==> src/qau_pkg.sv <==
// Package for the quaternion arithmetic unit: fixed-point widths, opcodes,
// shared types and the rounding and saturation helpers.
// No dependencies.
package qau_pkg;

   // Fixed-point format
   localparam int DW = 18;
   localparam int FB = 14;

   // Derived widths
   localparam int PR_W     = 2 * DW - FB + 1;    // rounded product
   localparam int ACC_W    = PR_W + 3;           // sum of up to four terms
   localparam int SUM_W    = 2 * DW + 1;         // sum of four exact squares
   localparam int SQ_STEPS = (SUM_W + 1) / 2;    // square root steps
   localparam int SQ_NW    = 2 * SQ_STEPS;       // square root work width
   localparam int ROOT_W   = SQ_STEPS;           // integer root width
   localparam int DIV_STEPS = FB + 1;            // quotient bits
   localparam int NUM_W    = DW + FB;            // dividend width

   // Stream widths
   localparam int OP_W        = 3;
   localparam int ROW_W       = 2;
   localparam int REQ_TDATA_W = ((8 * DW + 7) / 8) * 8;
   localparam int RSP_TDATA_W = ((4 * DW + 7) / 8) * 8;
   localparam int RSP_TUSER_W = ROW_W + 1;

   // Opcodes
   localparam logic [OP_W-1:0] OP_MUL   = 3'd0;
   localparam logic [OP_W-1:0] OP_ROT   = 3'd1;
   localparam logic [OP_W-1:0] OP_ADD   = 3'd2;
   localparam logic [OP_W-1:0] OP_SCALE = 3'd3;
   localparam logic [OP_W-1:0] OP_MAT   = 3'd4;
   localparam logic [OP_W-1:0] OP_NORM  = 3'd5;

   // Matrix row numbers
   localparam logic [ROW_W-1:0] ROW_FIRST = 2'd0;
   localparam logic [ROW_W-1:0] ROW_MID   = 2'd1;
   localparam logic [ROW_W-1:0] ROW_LAST  = 2'd2;

   typedef logic signed [DW-1:0]     data_type;
   typedef logic signed [2*DW-1:0]   prod_type;
   typedef logic signed [PR_W-1:0]   rprod_type;
   typedef logic signed [ACC_W-1:0]  acc_type;
   typedef logic [SUM_W-1:0]         sum_type;
   typedef logic [SQ_NW-1:0]         sqw_type;
   typedef logic [ROOT_W-1:0]        root_type;
   typedef logic [NUM_W-1:0]         num_type;
   typedef logic [DIV_STEPS-1:0]     quo_type;

   localparam acc_type ACC_MAX = acc_type'({1'b0, {(DW-1){1'b1}}});
   localparam acc_type ACC_MIN = -ACC_MAX - acc_type'(1);
   localparam acc_type ONE_ACC = acc_type'(1) << FB;

   typedef struct packed {
      logic     flag;
      data_type val;
   } sat_type;

   typedef struct packed {
      data_type w;
      data_type x;
      data_type y;
      data_type z;
      logic     sat;
   } row_type;

   // One transaction as it travels down the pipeline
   typedef struct packed {
      logic [OP_W-1:0] op;
      row_type         row2;
      row_type         row1;
      row_type         row0;
      data_type        aw;
      data_type        ax;
      data_type        ay;
      data_type        az;
      sum_type         sumsq;
   } item_type;

   // Product rounded half up to FB fraction bits
   function automatic rprod_type rnd_q(input prod_type p);
      prod_type s;
      s = p + (prod_type'(1) <<< (FB - 1));
      return rprod_type'(s >>> FB);
   endfunction

   // Doubled product, rounded with one shift less
   function automatic rprod_type rnd_q2(input prod_type p);
      prod_type s;
      s = p + (prod_type'(1) <<< (FB - 2));
      return rprod_type'(s >>> (FB - 1));
   endfunction

   // Clip to the signed DW range
   function automatic sat_type sat_acc(input acc_type v);
      sat_type r;
      if (v > ACC_MAX) begin
         r.flag = 1'b1;
         r.val  = ACC_MAX[DW-1:0];
      end else if (v < ACC_MIN) begin
         r.flag = 1'b1;
         r.val  = ACC_MIN[DW-1:0];
      end else begin
         r.flag = 1'b0;
         r.val  = v[DW-1:0];
      end
      return r;
   endfunction

endpackage

==> src/qau_out.sv <==
// Output register of the quaternion unit: holds one transaction and sends
// one result, or three matrix rows in turn. Depends on qau_pkg.
module qau_out (
   input  logic                              clock,
   input  logic                              reset,
   input  logic                              in_vld,
   input  qau_pkg::item_type                 in_item,
   output logic                              can_take,
   output logic                              rsp_tvalid,
   input  logic                              rsp_tready,
   output logic [qau_pkg::RSP_TDATA_W-1:0]   rsp_tdata,   // res_w, res_x, res_y, res_z
   output logic [qau_pkg::RSP_TUSER_W-1:0]   rsp_tuser,   // row_index, saturated
   output logic                              rsp_tlast
);

   logic                        vld_ff;
   logic [qau_pkg::ROW_W-1:0]   row_ff;
   qau_pkg::item_type           item_ff;
   qau_pkg::row_type            cur_row;
   logic                        cur_last;

   // Row select and last-row detect
   always_comb begin
      case (row_ff)
         qau_pkg::ROW_FIRST: cur_row = item_ff.row0;
         qau_pkg::ROW_MID:   cur_row = item_ff.row1;
         default:            cur_row = item_ff.row2;
      endcase
      cur_last = (item_ff.op != qau_pkg::OP_MAT) || (row_ff == qau_pkg::ROW_LAST);
      can_take = !vld_ff || (rsp_tready && cur_last);
   end

   always_ff @(posedge clock) begin
      if (reset) begin
         vld_ff <= 1'b0;
         row_ff <= qau_pkg::ROW_FIRST;
      end else if (can_take) begin
         vld_ff <= in_vld;
         row_ff <= qau_pkg::ROW_FIRST;
      end else if (rsp_tready) begin
         row_ff <= row_ff + 2'd1;
      end
   end

   always_ff @(posedge clock) begin
      if (can_take) begin
         item_ff <= in_item;
      end
   end

   assign rsp_tvalid = vld_ff;
   assign rsp_tlast  = cur_last;
   assign rsp_tdata  = qau_pkg::RSP_TDATA_W'({cur_row.z, cur_row.y, cur_row.x, cur_row.w});
   assign rsp_tuser  = {cur_row.sat, row_ff};

   // Row counter never passes the last matrix row
   ast_row_range: assert property (@(posedge clock) disable iff (reset)
      vld_ff |-> row_ff != 2'd3)
      else $error("row counter out of range");

   // The third row always closes the transaction
   ast_last_row: assert property (@(posedge clock) disable iff (reset)
      vld_ff && row_ff == qau_pkg::ROW_LAST |-> cur_last)
      else $error("last row not marked last");

   // Later rows only come from a matrix and carry no scalar part
   ast_row_w: assert property (@(posedge clock) disable iff (reset)
      vld_ff && row_ff != qau_pkg::ROW_FIRST |-> item_ff.op == qau_pkg::OP_MAT && cur_row.w == '0)
      else $error("unexpected non-first row");

   // Nothing is presented right after reset
   ast_reset: assert property (@(posedge clock)
      reset |=> !vld_ff)
      else $error("output valid after reset");

endmodule
==> config.mk <==
export PLATFORM = sky130hd
export DESIGN_NAME = qau_out
export DESIGN_NICKNAME = d
export VERILOG_FILES = /design/src/qau_pkg.sv /design/src/qau_out.sv
export SDC_FILE = /design/constraint.sdc
export NUM_CORES = 1
export LEC_CHECK = 0
export BUFFER_PORTS_ARGS = -buffer_cell sky130_fd_sc_hd__buf_2
export CAP_MARGIN = 20
export CORE_AREA = 5 5 156 158
export DETAILED_ROUTE_END_ITERATION = 12
export DIE_AREA = 0 0 161 163
export HOLD_SLACK_MARGIN = 0.02
export PLACE_DENSITY = 0.72
export SLEW_MARGIN = 30
export SYNTH_ARGS = -nofsm -noshare
export SYNTH_HDL_FRONTEND = slang
export SYNTH_SLANG_ARGS = --single-unit
==> constraint.sdc <==
create_clock -name clock -period 7.3 [get_ports clock]
set_clock_uncertainty 0.1 [all_clocks]
set_input_delay 1.46 -clock clock [delete_from_list [all_inputs] [get_ports clock]]
set_output_delay 1.46 -clock clock [all_outputs]
set_load 0.05 [all_outputs]
==> impl_metrics.xml, run 1 <==
<?xml version="1.0" encoding="UTF-8"?>
<metrics>
  <group name="min_path">
    <metric name="worst_hold_endpoint" unit="">row_ff[0]</metric>
    <metric name="hold_start" unit="">rsp_tvalid</metric>
    <metric name="whs_path_depth" unit="">2</metric>
    <metric name="worstHoldPathType" unit="">reg -&gt; reg</metric>
  </group>
  <group name="worst_setup_path">
    <metric name="gate_family_responsible_for_the_most_delay_along_the_worst_path" unit="">buffers and inverters</metric>
    <metric name="r2r-end" unit="">item_ff[285]</metric>
    <metric name="reg2reg_depth" unit="">6</metric>
    <metric name="critPathArrivalTime" unit="ns">2.85</metric>
    <metric name="cpMaxStageDelayCell" unit="">sky130_fd_sc_hd__buf_4</metric>
    <metric name="critical_path.max_fanout" unit="">42</metric>
    <metric name="cells_along_the_critical_path" unit="">inv_1 -&gt; ha_2 -&gt; nor2_4 -&gt; buf_16 -&gt; buf_4 -&gt; a21o_1 -&gt; buf_2</metric>
    <metric name="timing.critical_path.buf_inv" unit="">4</metric>
    <metric name="timing.reg2reg.setup_slack" unit="ns">4.19</metric>
    <metric name="worst_setup_path_end_kind" unit="">output port</metric>
    <metric name="timing.setup.critical_path_class" unit="">reg -&gt; out</metric>
    <metric name="critical_path.reg2reg.startpoint" unit="">row_ff[0]</metric>
    <metric name="crit_required" unit="ns">5.74</metric>
    <metric name="slowest_stage_delay_cp" unit="ns">0.47</metric>
    <metric name="nature_of_the_critical_path_startpoint" unit="">flip-flop</metric>
  </group>
  <group name="clock_tree">
    <metric name="cts_resized" unit="">0</metric>
    <metric name="cts_max_level" unit="">1</metric>
    <metric name="cts_tree" unit="">yes</metric>
    <metric name="cts_sinks" unit="">225</metric>
    <metric name="cts_made_buffers" unit="">23</metric>
    <metric name="cts-hold-fix-buffers" unit="">0</metric>
    <metric name="clk_latency" unit="ns">0.49</metric>
    <metric name="register_clock_pin_slew_on_the_reported_worst_setup_and_hold_paths" unit="ns">0.06</metric>
    <metric name="cts.repair_timing.setup_buffer_count" unit="">0</metric>
    <metric name="ctsRootBufferMaster" unit="">sky130_fd_sc_hd__clkbuf_16</metric>
    <metric name="max_clock_buf_depth" unit="">3</metric>
  </group>
  <group name="power">
    <metric name="power.density_cell_area" unit="nW/um^2">283</metric>
    <metric name="leakage_dissipation" unit="nW">4.72</metric>
    <metric name="worst_ir_drop_vdd" unit="mV">0.208</metric>
  </group>
  <group name="final_layout">
    <metric name="num_antenna_cells" unit="">0</metric>
    <metric name="nets" unit="">1060</metric>
    <metric name="fraction_of_layout_instances_using_a_drive_strength_above_1" unit="%">47.1</metric>
    <metric name="layout.cells.most_common" unit="">sky130_fd_sc_hd__buf_2</metric>
    <metric name="areaGrowthSynthToFinish" unit="%">32.1</metric>
    <metric name="top_library_cells_by_usage_in_the_layout_fill_and_taps_aside" unit="">sky130_fd_sc_hd__buf_2 (303), sky130_fd_sc_hd__edfxtp_1 (222), sky130_fd_sc_hd__a22o_1 (73), sky130_fd_sc_hd__a21o_1 (73), sky130_fd_sc_hd__clkbuf_16 (23)</metric>
    <metric name="core_occupancy_in_the_finished_layout" unit="%">46.8</metric>
  </group>
  <group name="global_route">
    <metric name="antenna_violations_before_repair" unit="">0</metric>
    <metric name="grt_start_max_net_pins" unit="">89</metric>
    <metric name="grt_remaining_overflow" unit="">0</metric>
    <metric name="first_global_vias" unit="">5244</metric>
    <metric name="gr-usage-all-layers" unit="%">13.6</metric>
    <metric name="global_route_wire_length_before_repair" unit="mm">28.1</metric>
  </group>
  <group name="floorplan">
    <metric name="row_count" unit="">56</metric>
    <metric name="initial_utilization" unit="%">35.4</metric>
    <metric name="ios" unit="">413</metric>
    <metric name="dieHeight" unit="um">163</metric>
    <metric name="die-area" unit="sq um">26200</metric>
    <metric name="fp.dieW" unit="um">161</metric>
    <metric name="coreArea" unit="sq um">23000</metric>
  </group>
  <group name="sta">
    <metric name="finalHoldViolCount" unit="">0</metric>
    <metric name="setup_viol" unit="">0</metric>
    <metric name="finalSetupTns" unit="ns">0</metric>
    <metric name="slew_worst_pin" unit="ns">0.934</metric>
    <metric name="slew_viol_final" unit="">0</metric>
    <metric name="final.setup.worst_slack" unit="ns">2.89</metric>
    <metric name="grt_setup_unrepaired" unit="">no</metric>
    <metric name="final_min_period_over_clock_period" unit="%">60.3</metric>
    <metric name="layout_min_cycle_time" unit="ns">4.41</metric>
    <metric name="clock.fmax" unit="MHz">227</metric>
    <metric name="maxSlewHeadroom" unit="%">37.7</metric>
  </group>
  <group name="synth">
    <metric name="synth_warnings" unit="">0</metric>
    <metric name="synthesis.area" unit="sq um">8140</metric>
    <metric name="postSynthAreaPerCell" unit="sq um">19.8</metric>
    <metric name="seq_area_frac_synth" unit="%">82.6</metric>
    <metric name="postSynthRegisterBits" unit="">225</metric>
    <metric name="post_synth_num_cell_types" unit="">17</metric>
    <metric name="postSynthCellCount" unit="">412</metric>
    <metric name="mappedNetlistNets" unit="">750</metric>
  </group>
  <group name="placed_design">
    <metric name="detailedPlacementHpwl" unit="mm">12.5</metric>
    <metric name="globalplace.congestion" unit="">0.727</metric>
    <metric name="placement.setup.worst_slack" unit="ns">3.15</metric>
    <metric name="portBuffers" unit="">303</metric>
  </group>
  <group name="route">
    <metric name="totalWireLength" unit="mm">18.8</metric>
    <metric name="route.detailed.wl_per_inst" unit="um">18.4</metric>
    <metric name="first_iter_violations" unit="">293</metric>
    <metric name="ant_nets" unit="">0</metric>
    <metric name="total_iterations_of_the_first_detailed_routing_run" unit="">5</metric>
    <metric name="viasPerCell" unit="">4.81</metric>
    <metric name="vias_after_detailed_routing" unit="">4922</metric>
    <metric name="drcViolationCount" unit="">0</metric>
  </group>
  <group name="status">
    <metric name="run_status" unit="">completed</metric>
  </group>
  <group name="run">
    <metric name="drv_cap" unit="">0</metric>
  </group>
</metrics>
registers in the layout, indices dropped and copies added, names as in the netlist:
register,count
item_ff,222
row_ff,2
rsp_tvalid,1
cell usage after synthesis:
| cell | instances | area share (%) |
|---|---|---|
| sky130_fd_sc_hd__a211oi_1 | 2 | 0.18 |
| sky130_fd_sc_hd__a21bo_1 | 1 | 0.12 |
| sky130_fd_sc_hd__a21o_1 | 73 | 6.7 |
| sky130_fd_sc_hd__a22o_1 | 73 | 7.9 |
| sky130_fd_sc_hd__a311oi_2 | 1 | 0.18 |
| sky130_fd_sc_hd__buf_1 | 6 | 0.28 |
| sky130_fd_sc_hd__buf_2 | 1 | 0.061 |
| sky130_fd_sc_hd__clkbuf_1 | 18 | 0.83 |
| sky130_fd_sc_hd__dfxtp_1 | 3 | 0.74 |
| sky130_fd_sc_hd__edfxtp_1 | 222 | 82 |
| sky130_fd_sc_hd__ha_1 | 3 | 0.46 |
| sky130_fd_sc_hd__inv_1 | 3 | 0.14 |
| sky130_fd_sc_hd__mux2i_1 | 1 | 0.12 |
| sky130_fd_sc_hd__nand2b_1 | 1 | 0.077 |
| sky130_fd_sc_hd__nor2_1 | 2 | 0.092 |
| sky130_fd_sc_hd__or4b_1 | 1 | 0.12 |
| sky130_fd_sc_hd__xnor2_1 | 1 | 0.11 |
final cells by class:
| type | count | area [sq um] |
|---|---|---|
| Inverter | 3 | 11.3 |
| Fill cell | 1990 | 12200 |
| Sequential cell | 225 | 6730 |
| Clock buffer | 26 | 587 |
| Multi-Input combinational cell | 159 | 1340 |
| Tap cell | 290 | 363 |
| Timing Repair Buffer | 310 | 1590 |
| Clock inverter | 11 | 138 |
cell families after synthesis:
kind of cell	synth area share (%)
mux	0.123
simple gates	0.292
compound gates	15.1
fa+ha+maj	0.461
buf+inv	1.31
flops	82.6
xor+xnor	0.108
metrics by stage:
stage | hold slack, ns | std cells | instance area, sq um | total power [mW]
6_report | 0.434 | 1024 | 10800 | 3.05
5_1_grt | 0.463 | 1024 | 10800 | 3.18
3_3_place_gp | 0.415 | 986 | 10000 | 1.94
3_5_place_dp | 0.424 | 986 | 10000 | 1.95
4_1_cts | 0.436 | 1023 | 10700 | 3.09
2_1_floorplan | 0.626 | 412 | 8140 | 1.82
how the worst max path moves through the flow:
stage,to,slack (ns),depth (start not counted),start
floorplan,can_take,1.01,2,rsp_tready
global placement,rsp_tdata[33],3.10,6,row_ff[0]
detailed placement,rsp_tdata[7],3.15,6,row_ff[0]
CTS,rsp_tdata[7],2.62,6,row_ff[0]
global route,rsp_tdata[7],2.67,7,row_ff[0]
finish,rsp_tdata[7],2.89,7,row_ff[0]
report_power, final:
part	switching, mW	internal (mW)	total (mW)	leakage, nW
Clock	0.447	0.679	1.13	0.343
Combinational	0.239	0.123	0.362	2.05
Sequential	0.0254	1.53	1.56	2.33
Total	0.712	2.33	3.05	4.72
worst reg2reg max path, cell delays in order, from the launching register on:
cell and delay, ns:
sky130_fd_sc_hd__dfxtp_1 0.36, sky130_fd_sc_hd__inv_1 0.10, sky130_fd_sc_hd__ha_1 0.15, sky130_fd_sc_hd__or4b_1 0.21, sky130_fd_sc_hd__a21bo_4 0.32, sky130_fd_sc_hd__buf_4 0.75, sky130_fd_sc_hd__buf_4 0.72
metal layers:
layer / vias to the layer above / GRT usage (%) / routed length [um]
met1: 2371 / 15.6 / 6990
met4: 0 / 3.72 / 412
met3: 33 / 5.32 / 2030
li1: 2302 / - / -
met5: - / 0 / 0
met2: 216 / 23.8 / 9400
(Power assumes the default switching activity.)
==> run 2: changes to the inputs <==
--- a/config.mk
+++ b/config.mk
@@ -5,11 +5,12 @@
 export SDC_FILE = /design/constraint.sdc
 export NUM_CORES = 1
 export LEC_CHECK = 0
+export ABC_AREA = 1
 export BUFFER_PORTS_ARGS = -buffer_cell sky130_fd_sc_hd__buf_2
 export CAP_MARGIN = 20
-export CORE_AREA = 5 5 156 158
+export CORE_AREA = 5 5 155 157
 export DETAILED_ROUTE_END_ITERATION = 12
-export DIE_AREA = 0 0 161 163
+export DIE_AREA = 0 0 160 162
 export HOLD_SLACK_MARGIN = 0.02
 export PLACE_DENSITY = 0.72
 export SLEW_MARGIN = 30
==> constraint.sdc (replaced) <==
create_clock -name clock -period 3.6 [get_ports clock]
set_clock_uncertainty 0.1 [all_clocks]
set_input_delay 0.72 -clock clock [delete_from_list [all_inputs] [get_ports clock]]
set_output_delay 0.72 -clock clock [all_outputs]
set_load 0.05 [all_outputs]
==> impl_metrics.xml, run 2 <==
<?xml version="1.0" encoding="UTF-8"?>
<metrics>
  <group name="worst_setup_path">
    <metric name="critPathArrivalTime" unit="ns">2.49</metric>
    <metric name="slowest_stage_delay_cp" unit="ns">0.44</metric>
    <metric name="cells_along_the_critical_path" unit="">inv_1 -&gt; ha_4 -&gt; nor2_4 -&gt; buf_12 -&gt; a22oi_1 -&gt; nand2_1 -&gt; buf_2</metric>
    <metric name="cpMaxStageDelayCell" unit="">sky130_fd_sc_hd__dfxtp_1</metric>
    <metric name="timing.critical_path.buf_inv" unit="">3</metric>
    <metric name="timing.setup.critical_path_class" unit="">reg -&gt; out</metric>
    <metric name="gate_family_responsible_for_the_most_delay_along_the_worst_path" unit="">buffers and inverters</metric>
    <metric name="timing.reg2reg.setup_slack" unit="ns">1.48</metric>
    <metric name="worst_setup_path_end_kind" unit="">output port</metric>
    <metric name="critical_path.max_fanout" unit="">73</metric>
    <metric name="crit_required" unit="ns">2.78</metric>
    <metric name="nature_of_the_critical_path_startpoint" unit="">flip-flop</metric>
  </group>
  <group name="final_layout">
    <metric name="flip_flop_count_of_the_largest_register_after_layout" unit="">222</metric>
    <metric name="nFillCells" unit="">1904</metric>
    <metric name="layout.cells.most_common" unit="">sky130_fd_sc_hd__buf_2</metric>
    <metric name="registers.top_by_ff_count" unit="">item_ff</metric>
    <metric name="nets" unit="">1139</metric>
    <metric name="seq_area" unit="sq um">6730</metric>
    <metric name="top_library_cells_by_usage_in_the_layout_fill_and_taps_aside" unit="">sky130_fd_sc_hd__buf_2 (302), sky130_fd_sc_hd__edfxtp_1 (222), sky130_fd_sc_hd__nand2_1 (150)</metric>
    <metric name="fraction_of_layout_instances_using_a_drive_strength_above_1" unit="%">42.2</metric>
    <metric name="finish.instance_area" unit="sq um">10700</metric>
    <metric name="num_antenna_cells" unit="">0</metric>
    <metric name="areaGrowthSynthToFinish" unit="%">33.4</metric>
    <metric name="multiInputGateArea" unit="sq um">1240</metric>
  </group>
  <group name="synth">
    <metric name="synth-simple-area-share" unit="%">7.41</metric>
    <metric name="number_of_enable_type_register_cells_in_the_synthesized_netlist" unit="">222</metric>
    <metric name="synth_adder_area_share" unit="%">0.466</metric>
    <metric name="postSynthCellCount" unit="">488</metric>
    <metric name="synth_warnings" unit="">0</metric>
    <metric name="synth_top_cell_by_area" unit="">sky130_fd_sc_hd__edfxtp_1</metric>
    <metric name="synth_xor_area_share" unit="%">0.109</metric>
    <metric name="mappedNetlistNets" unit="">826</metric>
    <metric name="synthesis.area" unit="sq um">8050</metric>
    <metric name="synth_ff_type" unit="">sky130_fd_sc_hd__edfxtp_1</metric>
    <metric name="synth.area.top_cells" unit="">sky130_fd_sc_hd__edfxtp_1 (83%), sky130_fd_sc_hd__nand2_1 (7.0%), sky130_fd_sc_hd__a22oi_1 (6.8%)</metric>
    <metric name="synth_compound_gate_area_share" unit="%">6.87</metric>
    <metric name="yosys-mux-area-fraction" unit="%">0</metric>
    <metric name="seq_area_frac_synth" unit="%">83.5</metric>
    <metric name="postSynthRegisterBits" unit="">225</metric>
    <metric name="post_synth_num_cell_types" unit="">12</metric>
    <metric name="synth.top_cells.by_count" unit="">sky130_fd_sc_hd__edfxtp_1 (222), sky130_fd_sc_hd__nand2_1 (151), sky130_fd_sc_hd__a22oi_1 (73)</metric>
    <metric name="synth_async_sr_flop_share" unit="%">0</metric>
    <metric name="synth_top_area_share" unit="%">82.8</metric>
    <metric name="yosysMostFrequentCell" unit="">sky130_fd_sc_hd__edfxtp_1</metric>
    <metric name="combinational_family_with_the_most_area_after_synthesis" unit="">simple AND/OR/NAND/NOR gates</metric>
    <metric name="postSynthAreaPerCell" unit="sq um">16.5</metric>
  </group>
  <group name="global_route">
    <metric name="antenna_violations_before_repair" unit="">1</metric>
    <metric name="grt_start_max_net_pins" unit="">118</metric>
    <metric name="gr-usage-all-layers" unit="%">14.1</metric>
    <metric name="first_global_vias" unit="">5557</metric>
    <metric name="grt_remaining_overflow" unit="">0</metric>
    <metric name="global_route_wire_length_before_repair" unit="mm">29.1</metric>
  </group>
  <group name="sta">
    <metric name="grt_setup_unrepaired" unit="">no</metric>
    <metric name="finalSetupTns" unit="ns">0</metric>
    <metric name="final_min_period_over_clock_period" unit="%">91.9</metric>
    <metric name="finalHoldViolCount" unit="">0</metric>
    <metric name="maxSlewHeadroom" unit="%">56.3</metric>
    <metric name="setup_viol" unit="">0</metric>
    <metric name="slew_viol_final" unit="">0</metric>
    <metric name="slew_worst_pin" unit="ns">0.655</metric>
    <metric name="layout_min_cycle_time" unit="ns">3.31</metric>
    <metric name="clock.fmax" unit="MHz">302</metric>
  </group>
  <group name="placed_design">
    <metric name="portBuffers" unit="">303</metric>
    <metric name="place_area" unit="sq um">9950</metric>
    <metric name="detailedPlacementHpwl" unit="mm">13.2</metric>
    <metric name="globalplace.congestion" unit="">0.751</metric>
  </group>
  <group name="min_path">
    <metric name="worstHoldPathType" unit="">in -&gt; reg</metric>
  </group>
  <group name="power">
    <metric name="power.sequential.fraction" unit="%">50.4</metric>
    <metric name="leakage_dissipation" unit="nW">4.50</metric>
    <metric name="p_switching" unit="mW">1.53</metric>
    <metric name="clock_power_share" unit="%">37.8</metric>
    <metric name="power.density_cell_area" unit="nW/um^2">586</metric>
    <metric name="worst_ir_drop_vdd" unit="mV">0.443</metric>
    <metric name="combinationalPowerShare" unit="%">11.9</metric>
    <metric name="netSwitchingFraction" unit="%">24.2</metric>
    <metric name="cell_internal_pwr" unit="mW">4.77</metric>
    <metric name="report.power.total" unit="mW">6.30</metric>
  </group>
  <group name="floorplan">
    <metric name="initial_utilization" unit="%">36.0</metric>
    <metric name="coreArea" unit="sq um">22400</metric>
    <metric name="ios" unit="">413</metric>
    <metric name="row_count" unit="">55</metric>
    <metric name="fp.dieW" unit="um">160</metric>
    <metric name="die-area" unit="sq um">25900</metric>
    <metric name="dieHeight" unit="um">162</metric>
  </group>
  <group name="clock_tree">
    <metric name="cts_max_level" unit="">1</metric>
    <metric name="cts-hold-fix-buffers" unit="">0</metric>
    <metric name="cts_resized" unit="">0</metric>
    <metric name="cts_sinks" unit="">225</metric>
    <metric name="max_clock_buf_depth" unit="">3</metric>
    <metric name="cts_tree" unit="">yes</metric>
    <metric name="register_clock_pin_slew_on_the_reported_worst_setup_and_hold_paths" unit="ns">0.06</metric>
    <metric name="cts_made_buffers" unit="">24</metric>
    <metric name="ctsRootBufferMaster" unit="">sky130_fd_sc_hd__clkbuf_16</metric>
    <metric name="cts.repair_timing.setup_buffer_count" unit="">0</metric>
    <metric name="clk_latency" unit="ns">0.52</metric>
  </group>
  <group name="route">
    <metric name="first_iter_violations" unit="">312</metric>
    <metric name="drcViolationCount" unit="">0</metric>
    <metric name="totalWireLength" unit="mm">19.6</metric>
    <metric name="total_iterations_of_the_first_detailed_routing_run" unit="">4</metric>
    <metric name="route.detailed.wl_per_inst" unit="um">17.8</metric>
    <metric name="ant_nets" unit="">0</metric>
    <metric name="vias_after_detailed_routing" unit="">5206</metric>
    <metric name="viasPerCell" unit="">4.72</metric>
  </group>
  <group name="run">
    <metric name="drv_cap" unit="">0</metric>
  </group>
  <group name="status">
    <metric name="run_status" unit="">completed</metric>
  </group>
</metrics>
[run 2: per-stage QoR]
step	util (%)	setup WS, ns	hold slack (ns)	cells
after detailed placement	44.5	0.669	0.491	1059
after global routing	48.0	0.136	0.246	1103
after floorplan	-	0.283	0.679	488
after global placement	44.5	0.679	0.484	1059
final	48.0	0.293	0.272	1103
after CTS	47.9	0.110	0.246	1102
[run 2: cell type report]
class	count	area share (%)
flip-flops and latches	225	62.6
clock inverters	13	1.34
inverters	4	0.140
repair buffers	310	15.2
clock buffers	30	5.80
well taps	285	3.32
multi-input cells	236	11.6
[run 2: logic make-up (layout without fill, tap and decap cells)]
| logic type | Yosys count | after routing |
|---|---|---|
| flip-flops | 225 | 225 |
| buffers and inverters | 27 | 357 |
| AO/OA/AOI/OAI | 74 | 74 |
| AND/OR/NAND/NOR | 158 | 158 |
| XOR/XNOR | 1 | 1 |
| adder cells (fa/ha/maj) | 3 | 3 |
[run 2: worst paths after layout]
| kind | to | from | cells after the start |
|---|---|---|---|
| max | rsp_tdata[47] | row_ff[0] | 7 |
| min | item_ff[120] | in_item[120] | 1 |
| max reg2reg | item_ff[162] | row_ff[0] | 7 |
| min reg2reg | row_ff[0] | row_ff[0] | 2 |
[run 2: power groups by stage]
stage / Combinational [mW] / Clock [mW] / Sequential (mW)
6_report: 0.747 / 2.38 / 3.17
5_1_grt: 0.798 / 2.57 / 3.19
4_1_cts: 0.753 / 2.45 / 3.17
3_5_place_dp: 0.751 / 0 / 3.23
3_3_place_gp: 0.742 / 0 / 3.22
2_1_floorplan: 0.476 / 0 / 3.22
[run 2: per-layer routing]
metal  share of wire [%]  up-vias  routed length [um]  GRT usage (%)
met5               0.056        -                  11              0
met4                 3.8        2                 754           5.16
met3                 8.8       50                1720           4.47
met2                  49      237                9700           24.4
met1                  38     2458                7430           16.5
li1                    -     2459                   -              -
[run 2: worst register-to-register path, cell delays in order (launching register included)]
cell and delay (ns):
sky130_fd_sc_hd__dfxtp_1 0.37, sky130_fd_sc_hd__inv_1 0.15, sky130_fd_sc_hd__ha_1 0.16, sky130_fd_sc_hd__nor2_1 0.04
sky130_fd_sc_hd__nand2_1 0.08, sky130_fd_sc_hd__nand2_1 0.15, sky130_fd_sc_hd__nand2_8 0.12, sky130_fd_sc_hd__buf_12 0.41
==> run 3: changes to the inputs <==
--- a/config.mk
+++ b/config.mk
@@ -8,11 +8,13 @@
 export ABC_AREA = 1
 export BUFFER_PORTS_ARGS = -buffer_cell sky130_fd_sc_hd__buf_2
 export CAP_MARGIN = 20
-export CORE_AREA = 5 5 155 157
+export CELL_PAD_IN_SITES_DETAIL_PLACEMENT = 1
+export CELL_PAD_IN_SITES_GLOBAL_PLACEMENT = 1
+export CORE_MARGIN = 5
+export CORE_UTILIZATION = 32
 export DETAILED_ROUTE_END_ITERATION = 12
-export DIE_AREA = 0 0 160 162
 export HOLD_SLACK_MARGIN = 0.02
-export PLACE_DENSITY = 0.72
+export PLACE_DENSITY = 0.8
 export SLEW_MARGIN = 30
 export SYNTH_ARGS = -nofsm -noshare
 export SYNTH_HDL_FRONTEND = slang
==> impl_metrics.xml, run 3 (synthesized netlist as in run 2, its figures left out) <==
<?xml version="1.0" encoding="UTF-8"?>
<metrics>
  <group name="clock_tree">
    <metric name="cts-hold-fix-buffers" unit="">0</metric>
    <metric name="cts_max_level" unit="">1</metric>
    <metric name="max_clock_buf_depth" unit="">3</metric>
    <metric name="cts_made_buffers" unit="">25</metric>
    <metric name="ctsRootBufferMaster" unit="">sky130_fd_sc_hd__clkbuf_16</metric>
    <metric name="cts.repair_timing.setup_buffer_count" unit="">0</metric>
    <metric name="cts_tree" unit="">yes</metric>
    <metric name="cts_resized" unit="">0</metric>
    <metric name="register_clock_pin_slew_on_the_reported_worst_setup_and_hold_paths" unit="ns">0.06</metric>
    <metric name="cts_sinks" unit="">225</metric>
    <metric name="clk_latency" unit="ns">0.51</metric>
  </group>
  <group name="sta">
    <metric name="slew_worst_pin" unit="ns">0.512</metric>
    <metric name="grt_setup_unrepaired" unit="">no</metric>
    <metric name="final_min_period_over_clock_period" unit="%">92.7</metric>
    <metric name="finalHoldViolCount" unit="">0</metric>
    <metric name="maxSlewHeadroom" unit="%">65.9</metric>
    <metric name="layout_min_cycle_time" unit="ns">3.34</metric>
    <metric name="clock.fmax" unit="MHz">300</metric>
    <metric name="final.setup.worst_slack" unit="ns">0.263</metric>
    <metric name="setup_viol" unit="">0</metric>
    <metric name="slew_viol_final" unit="">0</metric>
    <metric name="finalSetupTns" unit="ns">0</metric>
  </group>
  <group name="floorplan">
    <metric name="fp.dieW" unit="um">169</metric>
    <metric name="initial_utilization" unit="%">32.3</metric>
    <metric name="dieHeight" unit="um">169</metric>
    <metric name="die-area" unit="sq um">28400</metric>
    <metric name="ios" unit="">413</metric>
    <metric name="coreArea" unit="sq um">25000</metric>
    <metric name="row_count" unit="">58</metric>
  </group>
  <group name="route">
    <metric name="totalWireLength" unit="mm">22.0</metric>
    <metric name="drcViolationCount" unit="">0</metric>
    <metric name="route.detailed.wl_per_inst" unit="um">19.1</metric>
    <metric name="vias_after_detailed_routing" unit="">5311</metric>
    <metric name="first_iter_violations" unit="">238</metric>
    <metric name="viasPerCell" unit="">4.60</metric>
    <metric name="total_iterations_of_the_first_detailed_routing_run" unit="">4</metric>
    <metric name="ant_nets" unit="">0</metric>
  </group>
  <group name="final_layout">
    <metric name="finish.instance_area" unit="sq um">10800</metric>
    <metric name="layout.cells.most_common" unit="">sky130_fd_sc_hd__buf_2</metric>
    <metric name="nFillCells" unit="">2662</metric>
    <metric name="seq_area" unit="sq um">6730</metric>
    <metric name="areaGrowthSynthToFinish" unit="%">34.0</metric>
    <metric name="top_library_cells_by_usage_in_the_layout_fill_and_taps_aside" unit="">sky130_fd_sc_hd__buf_2 (302), sky130_fd_sc_hd__edfxtp_1 (222), sky130_fd_sc_hd__nand2_1 (150)</metric>
    <metric name="fraction_of_layout_instances_using_a_drive_strength_above_1" unit="%">42.5</metric>
    <metric name="nets" unit="">1141</metric>
    <metric name="multiInputGateArea" unit="sq um">1240</metric>
    <metric name="flip_flop_count_of_the_largest_register_after_layout" unit="">222</metric>
    <metric name="registers.top_by_ff_count" unit="">item_ff</metric>
    <metric name="final_cells" unit="">1154</metric>
  </group>
  <group name="global_route">
    <metric name="grt_start_max_net_pins" unit="">97</metric>
    <metric name="gr-usage-all-layers" unit="%">14.8</metric>
    <metric name="first_global_vias" unit="">5941</metric>
    <metric name="grt_remaining_overflow" unit="">0</metric>
    <metric name="antenna_violations_before_repair" unit="">4</metric>
    <metric name="global_route_wire_length_before_repair" unit="mm">32.7</metric>
  </group>
  <group name="power">
    <metric name="power.density_cell_area" unit="nW/um^2">585</metric>
    <metric name="worst_ir_drop_vdd" unit="mV">0.384</metric>
    <metric name="leakage_dissipation" unit="nW">4.49</metric>
    <metric name="report.power.total" unit="mW">6.31</metric>
  </group>
  <group name="worst_setup_path">
    <metric name="critPathArrivalTime" unit="ns">2.52</metric>
    <metric name="timing.setup.critical_path_class" unit="">reg -&gt; out</metric>
    <metric name="nature_of_the_critical_path_startpoint" unit="">flip-flop</metric>
    <metric name="worst_setup_path_end_kind" unit="">output port</metric>
    <metric name="crit_required" unit="ns">2.78</metric>
    <metric name="critical_path.max_fanout" unit="">38</metric>
  </group>
  <group name="placed_design">
    <metric name="globalplace.congestion" unit="">0.793</metric>
    <metric name="place_area" unit="sq um">10000</metric>
    <metric name="dp.cells" unit="">1106</metric>
    <metric name="placement.setup.worst_slack" unit="ns">0.775</metric>
    <metric name="detailedPlacementHpwl" unit="mm">15.3</metric>
    <metric name="portBuffers" unit="">303</metric>
  </group>
  <group name="run">
    <metric name="drv_cap" unit="">0</metric>
  </group>
  <group name="min_path">
    <metric name="worstHoldPathType" unit="">in -&gt; reg</metric>
  </group>
  <group name="status">
    <metric name="run_status" unit="">completed</metric>
  </group>
</metrics>
[run 3: cell types whose count changed in the layout (fill, tap and decap cells not counted)]
| cell | before | now |
|---|---|---|
| sky130_fd_sc_hd__clkbuf_16 | 24 | 25 |
| sky130_fd_sc_hd__clkinvlp_4 | 0 | 2 |
| sky130_fd_sc_hd__diode_2 | 0 | 3 |
| sky130_fd_sc_hd__buf_12 | 5 | 3 |
| sky130_fd_sc_hd__clkinv_2 | 3 | 5 |
| sky130_fd_sc_hd__clkbuf_1 | 6 | 5 |
| sky130_fd_sc_hd__bufinv_16 | 3 | 2 |
| sky130_fd_sc_hd__clkinv_8 | 1 | 0 |
| sky130_fd_sc_hd__buf_4 | 3 | 6 |
[run 3: metrics by stage]
step	util [%]	hold WS, ns
after global routing	43.2	0.248
final	43.2	0.282
after global placement	40.1	0.494
after CTS	43.2	0.251
after floorplan	-	0.679
after detailed placement	40.1	0.507
[run 3: cell type report]
cell class                 instances  share of cell area [%]
timing repair buffer             311                    15.0
multi-input combinational        236                    11.5
inverter                           4                   0.139
tap                              330                    3.83
clock inverter                    15                    1.14
clock buffer                      30                    5.97
antenna                            3                  0.0696
sequential                       225                    62.4
[run 3: critical path: stages (launching register included)]
cell	delay, ns
sky130_fd_sc_hd__dfxtp_1	0.44
sky130_fd_sc_hd__inv_1	0.13
sky130_fd_sc_hd__ha_4	0.27
sky130_fd_sc_hd__nor2_4	0.14
sky130_fd_sc_hd__buf_4	0.43
sky130_fd_sc_hd__a22oi_1	0.12
sky130_fd_sc_hd__nand2_1	0.16
sky130_fd_sc_hd__buf_2	0.30
[run 3: where the power goes]
group          internal, mW  switching (mW)  leakage (nW)
clock network          1.41           0.973         0.372
registers              3.12          0.0571          2.31
logic                 0.216           0.536          1.81
[run 3: worst paths after layout]
| path | startpoint | to | slack (ns) | depth (start not counted) |
|---|---|---|---|---|
| min | in_item[247] | item_ff[247] | 0.28 | 1 |
| max reg2reg | row_ff[0] | item_ff[130] | 1.24 | 7 |
| max | row_ff[0] | rsp_tuser[2] | 0.26 | 7 |
| min reg2reg | row_ff[0] | row_ff[0] | 0.51 | 2 |
[run 3: per-layer routing]
layer | GRT usage, % | vias up | share of wire (%)
li1 | - | 2467 | -
met1 | 16.4 | 2577 | 37
met2 | 27.2 | 228 | 52
met3 | 4.72 | 37 | 8.5
met4 | 4.55 | 2 | 2.4
met5 | 0 | - | 0.032
